File: config.mk
export PLATFORM = sky130hd
export DESIGN_NAME = pipelined_fetch_stage_core
export DESIGN_NICKNAME = d
export VERILOG_FILES = /design/src/hw/rtl/pfs_pkg.sv /design/src/hw/rtl/pfs_decode.sv /design/src/hw/rtl/pfs_ctrl.sv /design/src/hw/rtl/pipelined_fetch_stage_core.sv
export SDC_FILE = /design/constraint.sdc
export NUM_CORES = 1
export LEC_CHECK = 0
export ABC_AREA = 1
export BUFFER_PORTS_ARGS = -buffer_cell sky130_fd_sc_hd__buf_2
export CORE_ASPECT_RATIO = 1.2
export CORE_MARGIN = 2
export CORE_UTILIZATION = 56
export DETAILED_ROUTE_END_ITERATION = 16
export PLACE_DENSITY = 0.89
export SKIP_CTS_REPAIR_TIMING = 1
export SLEW_MARGIN = 20
export SYNTH_ARGS = -nofsm -noshare
export SYNTH_HDL_FRONTEND = slang
export SYNTH_SLANG_ARGS = --single-unit
File: constraint.sdc
create_clock -name clk -period 9.3 [get_ports clk]
set_input_delay 1.395 -clock clk [delete_from_list [all_inputs] [get_ports clk]]
set_output_delay 1.395 -clock clk [all_outputs]
set_load 0.02 [all_outputs]
File: src/hw/rtl/pfs_pkg.sv
// ----------------------------------------------------------------------------
// pfs_pkg
// Shared codes, widths and bundles for the pipelined fetch stage.
// ----------------------------------------------------------------------------
package pfs_pkg;

  localparam int unsigned ADDR_W = 64;
  localparam int unsigned CODE_W = 4;

  // Instruction codes
  localparam logic [CODE_W-1:0] IC_HALT   = 4'h0;
  localparam logic [CODE_W-1:0] IC_NOP    = 4'h1;
  localparam logic [CODE_W-1:0] IC_RRMOVQ = 4'h2;
  localparam logic [CODE_W-1:0] IC_IRMOVQ = 4'h3;
  localparam logic [CODE_W-1:0] IC_RMMOVQ = 4'h4;
  localparam logic [CODE_W-1:0] IC_MRMOVQ = 4'h5;
  localparam logic [CODE_W-1:0] IC_OPQ    = 4'h6;
  localparam logic [CODE_W-1:0] IC_JXX    = 4'h7;
  localparam logic [CODE_W-1:0] IC_CALL   = 4'h8;
  localparam logic [CODE_W-1:0] IC_RET    = 4'h9;
  localparam logic [CODE_W-1:0] IC_PUSHQ  = 4'hA;
  localparam logic [CODE_W-1:0] IC_POPQ   = 4'hB;

  localparam logic [CODE_W-1:0] FN_NONE = 4'h0;
  localparam logic [CODE_W-1:0] NO_REG  = 4'hF;

  // Status codes
  localparam logic [1:0] ST_AOK = 2'd0;
  localparam logic [1:0] ST_HLT = 2'd1;
  localparam logic [1:0] ST_ADR = 2'd2;
  localparam logic [1:0] ST_INS = 2'd3;

  // Address increments by instruction length
  localparam logic [3:0] INC_REG_CONST = 4'd10;
  localparam logic [3:0] INC_CONST     = 4'd9;
  localparam logic [3:0] INC_REG       = 4'd2;
  localparam logic [3:0] INC_BYTE      = 4'd1;

  typedef struct packed {
    logic fetch_stall;
    logic decode_stall;
    logic decode_bubble;
  } hazard_t;

  typedef struct packed {
    logic use_fallthrough;
    logic use_return;
  } pc_sel_t;

  typedef struct packed {
    logic [1:0]        status;
    logic [CODE_W-1:0] icode;
    logic [CODE_W-1:0] ifun;
    logic [CODE_W-1:0] reg_a;
    logic [CODE_W-1:0] reg_b;
    logic [ADDR_W-1:0] val_c;
    logic [ADDR_W-1:0] val_p;
    logic [ADDR_W-1:0] pred_pc;
  } dec_t;

endpackage

File: src/hw/rtl/pfs_decode.sv
// ----------------------------------------------------------------------------
// pfs_decode
// Split the fetched bytes into fields, size the instruction and predict.
// ----------------------------------------------------------------------------
module pfs_decode (
  input  logic [pfs_pkg::ADDR_W-1:0] pc,
  input  logic                       fetch_error,
  input  logic [7:0]                 instr_byte,
  input  logic [7:0]                 reg_byte,
  input  logic [pfs_pkg::ADDR_W-1:0] const_word,
  output pfs_pkg::dec_t              dec
);

  logic [pfs_pkg::CODE_W-1:0] ic;
  logic [pfs_pkg::CODE_W-1:0] fn;
  logic                       need_regs;
  logic                       need_const;
  logic                       is_valid;
  logic [3:0]                 inc;

  // Force a nop on a failed fetch
  assign ic = fetch_error ? pfs_pkg::IC_NOP : instr_byte[7:4];
  assign fn = fetch_error ? pfs_pkg::FN_NONE : instr_byte[3:0];

  always_comb begin
    need_regs  = 1'b0;
    need_const = 1'b0;
    is_valid   = 1'b1;
    unique case (ic)
      pfs_pkg::IC_HALT, pfs_pkg::IC_NOP, pfs_pkg::IC_RET: begin
      end
      pfs_pkg::IC_RRMOVQ, pfs_pkg::IC_OPQ,
      pfs_pkg::IC_PUSHQ, pfs_pkg::IC_POPQ: begin
        need_regs = 1'b1;
      end
      pfs_pkg::IC_IRMOVQ, pfs_pkg::IC_RMMOVQ, pfs_pkg::IC_MRMOVQ: begin
        need_regs  = 1'b1;
        need_const = 1'b1;
      end
      pfs_pkg::IC_JXX, pfs_pkg::IC_CALL: begin
        need_const = 1'b1;
      end
      default: begin
        is_valid = 1'b0;
      end
    endcase
  end

  always_comb begin
    unique case ({need_regs, need_const})
      2'b11:   inc = pfs_pkg::INC_REG_CONST;
      2'b10:   inc = pfs_pkg::INC_REG;
      2'b01:   inc = pfs_pkg::INC_CONST;
      default: inc = pfs_pkg::INC_BYTE;
    endcase
  end

  always_comb begin
    dec.icode = ic;
    dec.ifun  = fn;
    dec.reg_a = need_regs ? reg_byte[7:4] : pfs_pkg::NO_REG;
    dec.reg_b = need_regs ? reg_byte[3:0] : pfs_pkg::NO_REG;
    dec.val_c = need_const ? const_word : '0;
    dec.val_p = pc + {{(pfs_pkg::ADDR_W-4){1'b0}}, inc};
    priority if (fetch_error) begin
      dec.status = pfs_pkg::ST_ADR;
    end else if (!is_valid) begin
      dec.status = pfs_pkg::ST_INS;
    end else if (ic == pfs_pkg::IC_HALT) begin
      dec.status = pfs_pkg::ST_HLT;
    end else begin
      dec.status = pfs_pkg::ST_AOK;
    end
    dec.pred_pc = (ic == pfs_pkg::IC_JXX || ic == pfs_pkg::IC_CALL) ? dec.val_c : dec.val_p;
  end

endmodule

File: src/hw/rtl/pfs_ctrl.sv
// ----------------------------------------------------------------------------
// pfs_ctrl
// Hazard control for the F and D registers and fetch address choice.
// ----------------------------------------------------------------------------
module pfs_ctrl (
  input  logic [15:0]                stage_icodes,
  input  logic [1:0]                 cond_flags,
  input  logic [pfs_pkg::CODE_W-1:0] load_dst_reg,
  input  logic [pfs_pkg::CODE_W-1:0] src_reg_a,
  input  logic [pfs_pkg::CODE_W-1:0] src_reg_b,
  output pfs_pkg::hazard_t           hz,
  output pfs_pkg::pc_sel_t           sel
);

  logic [pfs_pkg::CODE_W-1:0] d_ic;
  logic [pfs_pkg::CODE_W-1:0] e_ic;
  logic [pfs_pkg::CODE_W-1:0] m_ic;
  logic [pfs_pkg::CODE_W-1:0] w_ic;
  logic                       load_use;
  logic                       ret_fly;

  assign d_ic = stage_icodes[15:12];
  assign e_ic = stage_icodes[11:8];
  assign m_ic = stage_icodes[7:4];
  assign w_ic = stage_icodes[3:0];

  assign load_use = (e_ic == pfs_pkg::IC_MRMOVQ || e_ic == pfs_pkg::IC_POPQ) &&
                    (load_dst_reg == src_reg_a || load_dst_reg == src_reg_b);
  assign ret_fly  = d_ic == pfs_pkg::IC_RET || e_ic == pfs_pkg::IC_RET ||
                    m_ic == pfs_pkg::IC_RET;

  always_comb begin
    hz.fetch_stall   = load_use || ret_fly;
    hz.decode_stall  = load_use;
    hz.decode_bubble = (e_ic == pfs_pkg::IC_JXX && !cond_flags[0]) || (!load_use && ret_fly);
    sel.use_fallthrough = m_ic == pfs_pkg::IC_JXX && !cond_flags[1];
    sel.use_return      = w_ic == pfs_pkg::IC_RET;
  end

endmodule

File: src/hw/rtl/pipelined_fetch_stage_core.sv
// ----------------------------------------------------------------------------
// pipelined_fetch_stage_core
// Fetch address select, instruction split and hazard control of the fetch
// stage, with an input register and a result register around the logic.
// ----------------------------------------------------------------------------
// Pipeline: input register, then result register, which drives the result
//   ports. Throughput: one transaction per cycle while out_stall is low;
//   the PC state is updated as each transaction leaves the input register,
//   in time for the one behind it.
// Reset: clears both valid flags, the predicted PC and the selected PC.
// ----------------------------------------------------------------------------
module pipelined_fetch_stage_core (
  input  logic        clk,
  input  logic        rst,
  // input channel
  input  logic        in_valid,
  output logic        in_stall,
  input  logic        cmd,
  input  logic [15:0] stage_icodes,
  input  logic [1:0]  cond_flags,
  input  logic [63:0] branch_fallthrough,
  input  logic [63:0] return_addr,
  input  logic        fetch_error,
  input  logic [7:0]  instr_byte,
  input  logic [7:0]  reg_byte,
  input  logic [63:0] const_word,
  input  logic [3:0]  load_dst_reg,
  input  logic [3:0]  src_reg_a,
  input  logic [3:0]  src_reg_b,
  // result channel
  output logic        out_valid,
  input  logic        out_stall,
  output logic [63:0] fetch_pc,
  output logic [1:0]  status,
  output logic [3:0]  icode_out,
  output logic [3:0]  ifun_out,
  output logic [3:0]  reg_a,
  output logic [3:0]  reg_b,
  output logic [63:0] val_c,
  output logic [63:0] val_p,
  output logic        fetch_stall,
  output logic        decode_stall,
  output logic        decode_bubble
);

  // Input register
  logic        s1_valid;
  logic        s1_cmd;
  logic [15:0] s1_icodes;
  logic [1:0]  s1_flags;
  logic [63:0] s1_fallthrough;
  logic [63:0] s1_return;
  logic        s1_error;
  logic [7:0]  s1_instr;
  logic [7:0]  s1_regb;
  logic [63:0] s1_const;
  logic [3:0]  s1_dstm;
  logic [3:0]  s1_srca;
  logic [3:0]  s1_srcb;

  // Architectural PC state
  logic [63:0] predicted_pc;
  logic [63:0] selected_pc;

  logic              s1_adv;
  logic              s1_fire;
  logic              in_take;
  logic [63:0]       sel_pc;
  pfs_pkg::hazard_t  hz;
  pfs_pkg::pc_sel_t  sel;
  pfs_pkg::dec_t     dec;

  // Advance the input register whenever the result register is empty or
  // being drained this cycle; stall the source only while a transaction
  // is stuck in the input register.
  assign s1_adv   = !out_valid || !out_stall;
  assign s1_fire  = s1_valid && s1_adv;
  assign in_stall = s1_valid && !s1_adv;
  assign in_take  = in_valid && !in_stall;

  pfs_ctrl u_ctrl (
    .stage_icodes (s1_icodes),
    .cond_flags   (s1_flags),
    .load_dst_reg (s1_dstm),
    .src_reg_a    (s1_srca),
    .src_reg_b    (s1_srcb),
    .hz           (hz),
    .sel          (sel)
  );

  // Decode always works from the address latched by the last select
  pfs_decode u_decode (
    .pc          (selected_pc),
    .fetch_error (s1_error),
    .instr_byte  (s1_instr),
    .reg_byte    (s1_regb),
    .const_word  (s1_const),
    .dec         (dec)
  );

  // Mispredicted branch wins over a returning ret, then the prediction
  always_comb begin
    priority if (sel.use_fallthrough) begin
      sel_pc = s1_fallthrough;
    end else if (sel.use_return) begin
      sel_pc = s1_return;
    end else begin
      sel_pc = predicted_pc;
    end
  end

  // Capture the incoming transaction
  always_ff @(posedge clk) begin
    if (rst) begin
      s1_valid <= 1'b0;
    end else if (in_take) begin
      s1_valid <= 1'b1;
    end else if (s1_adv) begin
      s1_valid <= 1'b0;
    end
  end

  always_ff @(posedge clk) begin
    if (in_take) begin
      s1_cmd         <= cmd;
      s1_icodes      <= stage_icodes;
      s1_flags       <= cond_flags;
      s1_fallthrough <= branch_fallthrough;
      s1_return      <= return_addr;
      s1_error       <= fetch_error;
      s1_instr       <= instr_byte;
      s1_regb        <= reg_byte;
      s1_const       <= const_word;
      s1_dstm        <= load_dst_reg;
      s1_srca        <= src_reg_a;
      s1_srcb        <= src_reg_b;
    end
  end

  // As the transaction leaves the input register, a select updates the selected
  // PC and an unstalled fetch the prediction; the next transaction sees it on the next cycle.
  always_ff @(posedge clk) begin
    if (rst) begin
      predicted_pc <= '0;
      selected_pc  <= '0;
    end else if (s1_fire) begin
      if (!s1_cmd) begin
        selected_pc <= sel_pc;
      end else if (!hz.fetch_stall) begin
        predicted_pc <= dec.pred_pc;
      end
    end
  end

  // Result register: hold while stalled, drop once taken
  always_ff @(posedge clk) begin
    if (rst) begin
      out_valid <= 1'b0;
    end else if (s1_fire) begin
      out_valid <= 1'b1;
    end else if (!out_stall) begin
      out_valid <= 1'b0;
    end
  end

  always_ff @(posedge clk) begin
    if (s1_fire) begin
      if (!s1_cmd) begin
        // A select reports only the chosen address
        fetch_pc      <= sel_pc;
        status        <= pfs_pkg::ST_AOK;
        icode_out     <= '0;
        ifun_out      <= '0;
        reg_a         <= '0;
        reg_b         <= '0;
        val_c         <= '0;
        val_p         <= '0;
        fetch_stall   <= 1'b0;
        decode_stall  <= 1'b0;
        decode_bubble <= 1'b0;
      end else begin
        fetch_pc      <= selected_pc;
        status        <= dec.status;
        icode_out     <= dec.icode;
        ifun_out      <= dec.ifun;
        reg_a         <= dec.reg_a;
        reg_b         <= dec.reg_b;
        val_c         <= dec.val_c;
        val_p         <= dec.val_p;
        fetch_stall   <= hz.fetch_stall;
        decode_stall  <= hz.decode_stall;
        decode_bubble <= hz.decode_bubble;
      end
    end
  end

  // A load-use stall always stalls fetch as well
  a_dstall_fstall: assert property (@(posedge clk) disable iff (rst)
    out_valid |-> (!decode_stall || fetch_stall))
    else $error("decode stall without fetch stall");

  // Stall and bubble on D never coincide
  a_stall_bubble: assert property (@(posedge clk) disable iff (rst)
    out_valid |-> !(decode_stall && decode_bubble))
    else $error("decode stall and bubble together");

  // A stalled fetch keeps the prediction
  a_pred_hold: assert property (@(posedge clk) disable iff (rst)
    (s1_fire && s1_cmd && hz.fetch_stall) |=> predicted_pc == $past(predicted_pc))
    else $error("prediction changed under fetch stall");

  // A select result reports the address that was latched
  a_select_pc: assert property (@(posedge clk) disable iff (rst)
    (s1_fire && !s1_cmd) |=> (out_valid && selected_pc == fetch_pc))
    else $error("selected address mismatch");

  // The source is only held back by an occupied input register
  a_stall_src: assert property (@(posedge clk) disable iff (rst)
    in_stall |-> (s1_valid && out_valid))
    else $error("input stall with nothing held");

endmodule

==> reports/qor.csv, run 1 <==
metric,value,unit
hold_viol_final,0,
avgSynthCellArea,9.65,um^2
r2r_cells,20,
cp_data_arrival_time,4.67,ns
h-tree-depth,2,
clk_pin_slew,0.06,ns
whs,0.476,ns
drt-met1-wl,27.8,mm
routed_via_density,5.62,
routed.top_layer,met4,
cts_sinks,583,
synth_top_area_frac,0.544,
drtIter0Drc,2022,
fin_setup_tns,0,ns
drv_slew,0,
grt_pass1_vias,20100,
synth_area_leaders,"edfxtp_1 (54%), dfxtp_1 (10%), nand2_1 (9.2%), nor2_1 (5.4%), inv_1 (4.9%)",
crit_family,buffers and inverters,
initial_utilization,0.570,
grt_max_degree,220,
worstMarginPinSlew,1.08,ns
finalSetupViolCount,0,
clock_skew,0.0289,ns
vias,20400,
grt_pass1_wl,113,mm
finalCriticalPeriod,4.15,ns
crit_required,9.82,ns
area_delta_synth_final,18.4,%
row_count,84,
r2r_end,predicted_pc[34]$_SDFFE_PP0P_,
yosys_register_bits,583,
syn-num-nets,2841,
synth_cell_types,40,
syn_inst,2593,
layout.nets,3261,
status,"finished, final reports clean",
async_flop_share,0,
ios,459,
p_leak,13.0,nW
dr_wl_met2,36.6,mm
hp-class,flop to flop,
crit_type,primary input to flop,
drv_cap,0,
synth_edf_count,453,
syn_area,0.0250,mm^2
clock_path_buffers,3,
postRouteAntennaNets,0,
holdPathStages,2,
worstHoldStart,predicted_pc[6]$_SDFFE_PP0P_,
end_kind,flop,
die_y,236,um
wire_per_inst,20.7,um
first_pass_iters,7,
ff2ff_setup_slack,5.43,ns
utilization,0.675,
worstSetupStartpointType,primary input,
relSlewSlack,0.281,
die_width,197,um
dp_hpwl,52.8,mm
grt_util_all_layers,0.322,
worst_hold_path.endpoint,predicted_pc[6]$_SDFFE_PP0P_,
max_stage_delay,0.94,ns
worst-path-buf-inv,3,
crit_chain,buf_2 > a21oi_4 > buf_12 > buf_4 > o21ai_0 > a21oi_1,
gr-total-overflow,0,
yosysSeqAreaShare,0.648,
p_per_area,199,mW/mm^2
synth_most_common_cell,nand2_1,
ys_warn_count,0,
cts-root-buf,clkbuf_16,
routabilityCongestion,0.932,
ir_worst_vdd,0.166,mV
yosysTopAreaCell,edfxtp_1,
crit_slowest_cell,buf_4,
rsz0062_at_grt,no,
wl_met3,6.34,mm
drc,0,
timing.final.crit_share,0.446,
worstPathMaxFanout,219,
core_area,0.0439,mm^2
antenna_found_initial,11,
drive_above_1_share,0.202,
worstSkewPairLatency,0.63,ns
synth_common_cells,"nand2_1 (614), edfxtp_1 (453), nor2_1 (361)",
max_freq,241,MHz
routed_wl,75.2,mm
cts_tree,done,
die-area,0.0464,mm^2
portBuffers,458,
dominantRegCellSynth,edfxtp_1,
cts_inserted_buffers,57,
worst_r2r_startpoint,s1_error$_DFFE_PP_,
## layout make-up
class / instances / area (um^2)
Sequential cell: 583 / 16200
Fill cell: 3247 / 14300
Multi-Input combinational cell: 1570 / 7160
Timing Repair Buffer: 471 / 2410
Clock buffer: 73 / 1600
Inverter: 330 / 1250
Tap cell: 559 / 699
Clock inverter: 35 / 295
Antenna cell: 11 / 27.5
## registers in the layout, indices dropped and copies added (netlist names), 2 cells and up
register        flops
fetch_pc           64
s1_instr            8
reg_a               4
icode_out           4
s1_srca             4
s1_regb             8
s1_fallthrough     64
val_c              64
s1_srcb             4
predicted_pc       64
s1_icodes          16
s1_const           64
s1_flags            2
s1_return          64
reg_b               4
s1_dstm             4
selected_pc        64
ifun_out            4
status              2
val_p              64
## stage by stage
| step | instances | worst slack (ns) | power [mW] | area (um^2) |
|---|---|---|---|---|
| 5_1_grt | 3632 | 5.01 | 6.08 | 29600 |
| 6_report | 3632 | 5.15 | 5.90 | 29600 |
| 4_1_cts | 3621 | 5.28 | 5.92 | 29600 |
| 2_1_floorplan | 2593 | 0.781 | 3.42 | 25000 |
| 3_5_place_dp | 3513 | 4.64 | 3.62 | 27700 |
| 3_3_place_gp | 3513 | 4.92 | 3.60 | 27700 |
## worst max path at each step
stage | depth (start not counted) | slack, ns | startpoint | endpoint
after global routing | 6 | 5.01 | out_stall | selected_pc[39]$_SDFFE_PP0P_
after detailed placement | 6 | 4.64 | out_stall | selected_pc[38]$_SDFFE_PP0P_
after global placement | 6 | 4.92 | out_stall | selected_pc[33]$_SDFFE_PP0P_
final | 6 | 5.15 | out_stall | selected_pc[38]$_SDFFE_PP0P_
after CTS | 6 | 5.28 | out_stall | selected_pc[44]$_SDFFE_PP0P_
after floorplan | 4 | 0.78 | out_stall | selected_pc[54]$_SDFFE_PP0P_
## placed cells by master, fill, tap and decap left out, types with 18 or more instances in the layout
cell,instances
a21oi_1,152
buf_2,458
clkbuf_16,59
clkinv_2,18
dfxtp_1,130
edfxtp_1,453
inv_1,321
nand2_1,614
nand3_1,117
nand4_1,22
nor2_1,361
o211ai_1,64
o21ai_0,147
## power by group
group / leakage [nW] / switching, mW / internal [mW]
clock network: 0.935 / 1.01 / 1.31
logic: 6.61 / 0.358 / 0.159
registers: 5.50 / 0.0905 / 2.97
## worst min-delay path, delay by kind of cell (launching register included)
family | cells | cell delay, ns
AND/OR/NAND/NOR | 1 | 0.06
flip-flops | 1 | 0.31
AO/OA/AOI/OAI | 1 | 0.06
## per-layer routing
metal,GRT usage,up-vias
li1,-,9399
met1,0.406,9502
met2,0.532,1254
met3,0.0526,244
met4,0.173,0
met5,0,-
## cells by family (layout without fill, tap and decap cells)
group	count (synthesis)	after routing	synth area share
buffers and inverters	440	909	0.0685
other	0	11	0
AO/OA/AOI/OAI	378	378	0.0830
adder cells (fa/ha/maj)	4	4	0.00230
flip-flops	583	583	0.648
XOR/XNOR	19	19	0.00665
AND/OR/NAND/NOR	1169	1169	0.192
(Power assumes the default switching activity.)
==> run 2: changes to the inputs <==
ABC_AREA = 0   (was 1)
CORE_UTILIZATION = 55   (was 56)
PLACE_DENSITY = 0.88   (was 0.89)
clock period = 4.2 ns   (was 9.3 ns; I/O delays follow)
==> run 2 against run 1 <==
  * Clock power is 110% higher
  * Routed wire length is 13% lower
  * Clock-buffer cell count is 9 higher
  * Power is 110% higher
  * Area after synthesis is 5.2% lower
  * Worst setup slack worse by 4.9 ns
  * Global-route usage is 3.5 points lower
  * Non-clock buffer count is 18 higher
  * Synthesized cell count is 32% lower
  * Combinational power is 63% higher
  * Critical path depth is 5 higher
  * Final area is 3.9% lower
  * Critical endpoint is now predicted_pc[52]$_SDFFE_PP0P_
  * Largest cell class unchanged
==> reports/qor.csv, run 2 <==
metric,value,unit
ir_worst_vdd,0.426,mV
first_pass_iters,6,
finalCriticalPeriod,3.97,ns
core_area,0.0427,mm^2
wire_per_inst,23.3,um
grt_max_degree,164,
cts-root-buf,clkbuf_16,
clk_pin_slew,0.06,ns
grt_pass1_wl,98.6,mm
crit_family,simple AND/OR/NAND/NOR gates,
place_area,0.0267,mm^2
async_flop_share,0,
end_kind,flop,
cts_tree,done,
layout.nets,2449,
syn_area,0.0237,mm^2
max_stage_delay,0.75,ns
regArea,0.0162,mm^2
worstPathMaxFanout,10,
postRouteAntennaNets,0,
area_delta_synth_final,20.2,%
routed_via_density,6.00,
gr-total-overflow,0,
crit_type,flop to flop,
worst-path-buf-inv,1,
cp_data_arrival_time,4.50,ns
p_per_area,435,mW/mm^2
ys_warn_count,0,
clock_path_buffers,3,
crit_chain,or4b_2 > o21a_1 > nor2_4 > ha_1 > a31oi_1 > buf_4 > nor2_1 > nand3_2 > or4_1 > a311o_1 > a21oi_1,
synth_cell_types,63,
die-area,0.0448,mm^2
yosysTopAreaCell,edfxtp_1,
portBuffers,458,
synth_area_leaders,"edfxtp_1 (57%), dfxtp_1 (11%), mux2i_1 (5.1%), mux2_2 (2.8%), nand2_1 (2.5%)",
drive_above_1_share,0.287,
worstMarginPinSlew,1.16,ns
drv_slew,0,
max_freq,252,MHz
p_leak,10.8,nW
vias,16900,
status,"finished, final reports clean",
h-tree-depth,2,
grt_util_all_layers,0.287,
crit_slowest_cell,or4b_2,
initial_utilization,0.556,
nFillCells,2876,
routabilityCongestion,0.848,
final_common_cell,buf_2,
setup_ws,0.227,ns
dominantRegCellSynth,edfxtp_1,
row_count,83,
routed_wl,65.4,mm
grt_pass1_vias,17000,
die_y,231,um
synth_edf_count,453,
antenna_found_initial,15,
relSlewSlack,0.229,
synth_top_area_frac,0.574,
synth_most_common_cell,edfxtp_1,
worstSkewPairLatency,0.61,ns
dp_slack,-0.105,ns
finalPower,12.4,mW
hp-class,primary input to flop,
worstSetupStartpointType,flop,
hold_viol_final,0,
stdcell_area,0.0285,mm^2
yosysSeqAreaShare,0.683,
rsz0062_at_grt,no,
synth_common_cells,"edfxtp_1 (453), nand2_1 (158), dfxtp_1 (130)",
finalSetupViolCount,0,
drc,0,
ios,459,
drtIter0Drc,1526,
avgSynthCellArea,13.4,um^2
timing.final.crit_share,0.946,
die_width,194,um
crit_required,4.73,ns
drv_cap,0,
cts_inserted_buffers,55,
multi_input_area,0.00713,mm^2
cts_sinks,583,
clock_skew,0.0207,ns
syn_inst,1775,
yosys_register_bits,583,
layout_common_cells,"buf_2 (457), edfxtp_1 (453), nand2_1 (157), dfxtp_1 (130), nor2_1 (123)",
dp_hpwl,43.2,mm
syn-num-nets,2023,
run 2: cell count changes in the layout (fill, tap and decap cells not counted), moves of 97 or more:
cell,before,now
a21oi_1,152,44
inv_1,321,6
mux2i_1,0,121
nand2_1,614,157
nand3_1,117,20
nor2_1,361,123
run 2: kinds of logic (layout without fill, tap and decap cells):
group,Yosys count,count (layout),synth area share
AND/OR/NAND/NOR,583,583,0.127
AO/OA/AOI/OAI,241,241,0.0665
buffers and inverters,126,598,0.0204
XOR/XNOR,59,59,0.0218
multiplexers,179,179,0.0786
flip-flops,583,583,0.683
adder cells (fa/ha/maj),4,4,0.00243
other,0,12,0
run 2: final timing paths:
| path | startpoint | endpoint | slack (ns) | depth (start not counted) |
|---|---|---|---|---|
| min reg2reg | predicted_pc[8]$_SDFFE_PP0P_ | predicted_pc[8]$_SDFFE_PP0P_ | 0.45 | 2 |
| max reg2reg | s1_instr[5]$_DFFE_PP_ | predicted_pc[52]$_SDFFE_PP0P_ | 0.23 | 11 |
| max | s1_instr[5]$_DFFE_PP_ | predicted_pc[52]$_SDFFE_PP0P_ | 0.23 | 11 |
| min | const_word[46] | s1_const[46]$_DFFE_PP_ | 0.20 | 1 |
run 2: metrics by stage:
stage,TNS (ns),cells,utilization,hold slack (ns)
CTS,-0.386,2797,0.666,0.174
finish,0,2811,0.668,0.196
detailed placement,-0.274,2694,0.625,0.447
floorplan,-148.95,1775,-,0.429
global route,0,2808,0.667,0.178
global placement,0,2694,0.625,0.436
run 2: cell type report:
class	instances	area share
clock inverters	21	0.00698
well taps	552	0.0242
flip-flops and latches	583	0.569
multi-input cells	1066	0.250
repair buffers	489	0.0926
clock buffers	82	0.0555
diodes	12	0.00105
inverters	6	0.000790
run 2: worst register-to-register path, stage by stage, from the launching register on:
cell,delay [ns]
edfxtp_1,0.49
or4b_2,0.75
o21a_1,0.18
nor2_4,0.12
ha_1,0.23
a31oi_1,0.16
buf_4,0.21
nor2_1,0.29
nand3_2,0.37
or4_1,0.57
a311o_1,0.39
a21oi_1,0.14
run 2: layer usage:
| layer | wire length, um | vias to the layer above | GRT usage |
|---|---|---|---|
| met5 | 40 | - | 0 |
| met1 | 23800 | 8138 | 0.349 |
| met3 | 5550 | 237 | 0.0578 |
| li1 | - | 7452 | - |
| met4 | 3790 | 6 | 0.164 |
| met2 | 32200 | 1041 | 0.479 |
run 2: power breakdown:
group,switching [mW],leakage (nW),total [mW],internal (mW)
Combinational,0.553,4.65,0.845,0.292
Sequential,0.122,5.33,6.62,6.50
Clock,2.09,0.866,4.93,2.84
==> run 3: changes to the inputs <==
BUFFER_PORTS_ARGS = default   (was -buffer_cell sky130_fd_sc_hd__buf_2)
CORE_UTILIZATION = 60   (was 55)
DONT_BUFFER_PORTS = 1   (was default)
GPL_TIMING_DRIVEN = 0   (was default)
PLACE_DENSITY = 0.85   (was 0.88)
SKIP_CTS_REPAIR_TIMING = default   (was 1)
==> run 3 against run 2 <==
  * Via count is 6.3% lower
  * First-iteration DRC count increased by 21%
  * Critical endpoint is now val_p[52]$_SDFFCE_PN0P_
  * Routed wire length increased by 9.2%
  * Clock-buffer cell count down 18
  * Largest power group unchanged
  * Sequential share of layout area is 4.2 points higher
  * Maximum frequency fell by 4.1%
  * Worst hold slack lost 0.087 ns
  * Sequential cell count did not move
  * Power shrank 0.75%
  * Combinational power shrank 33%
==> reports/qor.csv, run 3 (synthesized netlist as in run 2, its figures left out) <==
metric,value,unit
drv_slew,0,
p_leak,9.17,nW
dr_wl_met2,34.5,mm
clock_path_buffers,3,
row_count,79,
worstHoldStart,const_word[63],
drc,0,
cts_hold_buffers,0,
place_area,0.0247,mm^2
clock_skew,0.0177,ns
finalSetupViolCount,0,
ff2ff_setup_slack,0.06,ns
cts-root-buf,clkbuf_16,
crit_required,4.64,ns
vias,15800,
r2r_cells,5,
layout_common_cells,"edfxtp_1 (453), nand2_1 (158), dfxtp_1 (130), nor2_1 (124), mux2i_1 (121)",
max_freq,241,MHz
grt_util_all_layers,0.347,
wl_met3,7.61,mm
worstSkewPairLatency,0.61,ns
drive_above_1_share,0.0985,
end_kind,flop,
r2r_end,val_p[52]$_SDFFCE_PN0P_,
die-area,0.0411,mm^2
core_area,0.0388,mm^2
stdcell_area,0.0265,mm^2
drtIter0Drc,1847,
cts_sinks,583,
grt_pass1_wl,103,mm
nFillCells,2590,
routed_via_density,6.53,
portBuffers,0,
status,"finished, final reports clean",
worstMarginPinSlew,1.27,ns
die_width,185,um
ir_worst_vdd,0.401,mV
setup_ws,0.0582,ns
worstSetupStartpointType,flop,
worst_r2r_startpoint,s1_cmd$_DFFE_PP_,
routed_wl,71.4,mm
drv_cap,0,
cts_inserted_buffers,54,
first_pass_iters,5,
layout.nets,2092,
p_per_area,463,mW/mm^2
routed.top_layer,met5,
fin_setup_tns,0,ns
hp-class,primary input to flop,
cts_tree,done,
area_delta_synth_final,11.9,%
ios,459,
initial_utilization,0.610,
timing.final.crit_share,0.986,
grt_pass1_vias,15900,
drt-met1-wl,24.6,mm
worst_hold_path.endpoint,s1_const[63]$_DFFE_PP_,
holdPathStages,0,
worstPathMaxFanout,10,
clk_pin_slew,0.07,ns
final_common_cell,edfxtp_1,
routabilityCongestion,0.889,
relSlewSlack,0.152,
h-tree-depth,2,
postRouteAntennaNets,0,
dp_slack,-0.983,ns
hold_viol_final,0,
crit_type,flop to flop,
antenna_found_initial,13,
gr-total-overflow,0,
die_y,222,um
wire_per_inst,29.5,um
rsz0062_at_grt,no,
grt_max_degree,135,
finalCriticalPeriod,4.14,ns
dp_hpwl,49.8,mm
cp_data_arrival_time,4.58,ns
-- run 3: where the power goes --
part	internal, mW	total (mW)	switching (mW)
clock network	2.79	4.95	2.15
logic	0.166	0.566	0.400
registers	6.51	6.79	0.279
total	9.47	12.3	2.83
-- run 3: worst max-delay path: stages (launching register included) --
cell and delay, ns:
edfxtp_1 0.32, clkbuf_1 0.84, clkbuf_1 0.91, buf_1 0.91, clkbuf_1 0.70, a21boi_0 0.28
-- run 3: how the worst max path moves through the flow --
stage	from	slack (ns)	end	cells past startpoint
final	s1_cmd$_DFFE_PP_	0.06	val_p[52]$_SDFFCE_PN0P_	5
after global routing	s1_instr[6]$_DFFE_PP_	0.02	predicted_pc[44]$_SDFFE_PP0P_	12
after CTS	s1_instr[6]$_DFFE_PP_	0.06	predicted_pc[39]$_SDFFE_PP0P_	12
after detailed placement	s1_instr[6]$_DFFE_PP_	-0.98	predicted_pc[26]$_SDFFE_PP0P_	12
after global placement	out_stall	-1.97	s1_return[35]$_DFFE_PP_	2
after floorplan	out_stall	-0.62	s1_cmd$_DFFE_PP_	2
-- run 3: layer usage --
| layer | up-vias | global-route usage |
|---|---|---|
| li1 | 6720 | - |
| met5 | - | 0 |
| met4 | 10 | 0.196 |
| met2 | 1099 | 0.562 |
| met3 | 249 | 0.0995 |
| met1 | 7731 | 0.414 |
-- run 3: layout make-up --
class                      instances  area [um^2]  share of cell area
clock buffer                      64         1420              0.0535
clock inverter                    37          358              0.0135
multi-input combinational       1066         7110               0.268
timing repair buffer              13          264             0.00995
tap                              526          658              0.0248
buffer                           120          488              0.0184
inverter                           6         22.5            0.000848
sequential                       583        16200               0.611
antenna                            6         15.0            0.000566
-- run 3: through the flow --
stage	hold slack [ns]	util	std cells	total power, mW
finish	0.109	0.683	2421	12.3
global route	0.0886	0.683	2420	12.6
CTS	0.0842	0.682	2414	12.3
detailed placement	0.449	0.635	2312	7.45
global placement	0.446	0.628	2301	7.42
floorplan	0.429	-	1775	7.18
-- run 3: repair_timing --
| action | 4_1_cts | 5_1_grt |
|---|---|---|
| setup endpoints to repair | 76 | 18 |
| buffers inserted | 1 | 1 |
| pin swaps | 1 | 1 |
| cloned | 0 | 0 |
| resized for setup | 9 | 6 |
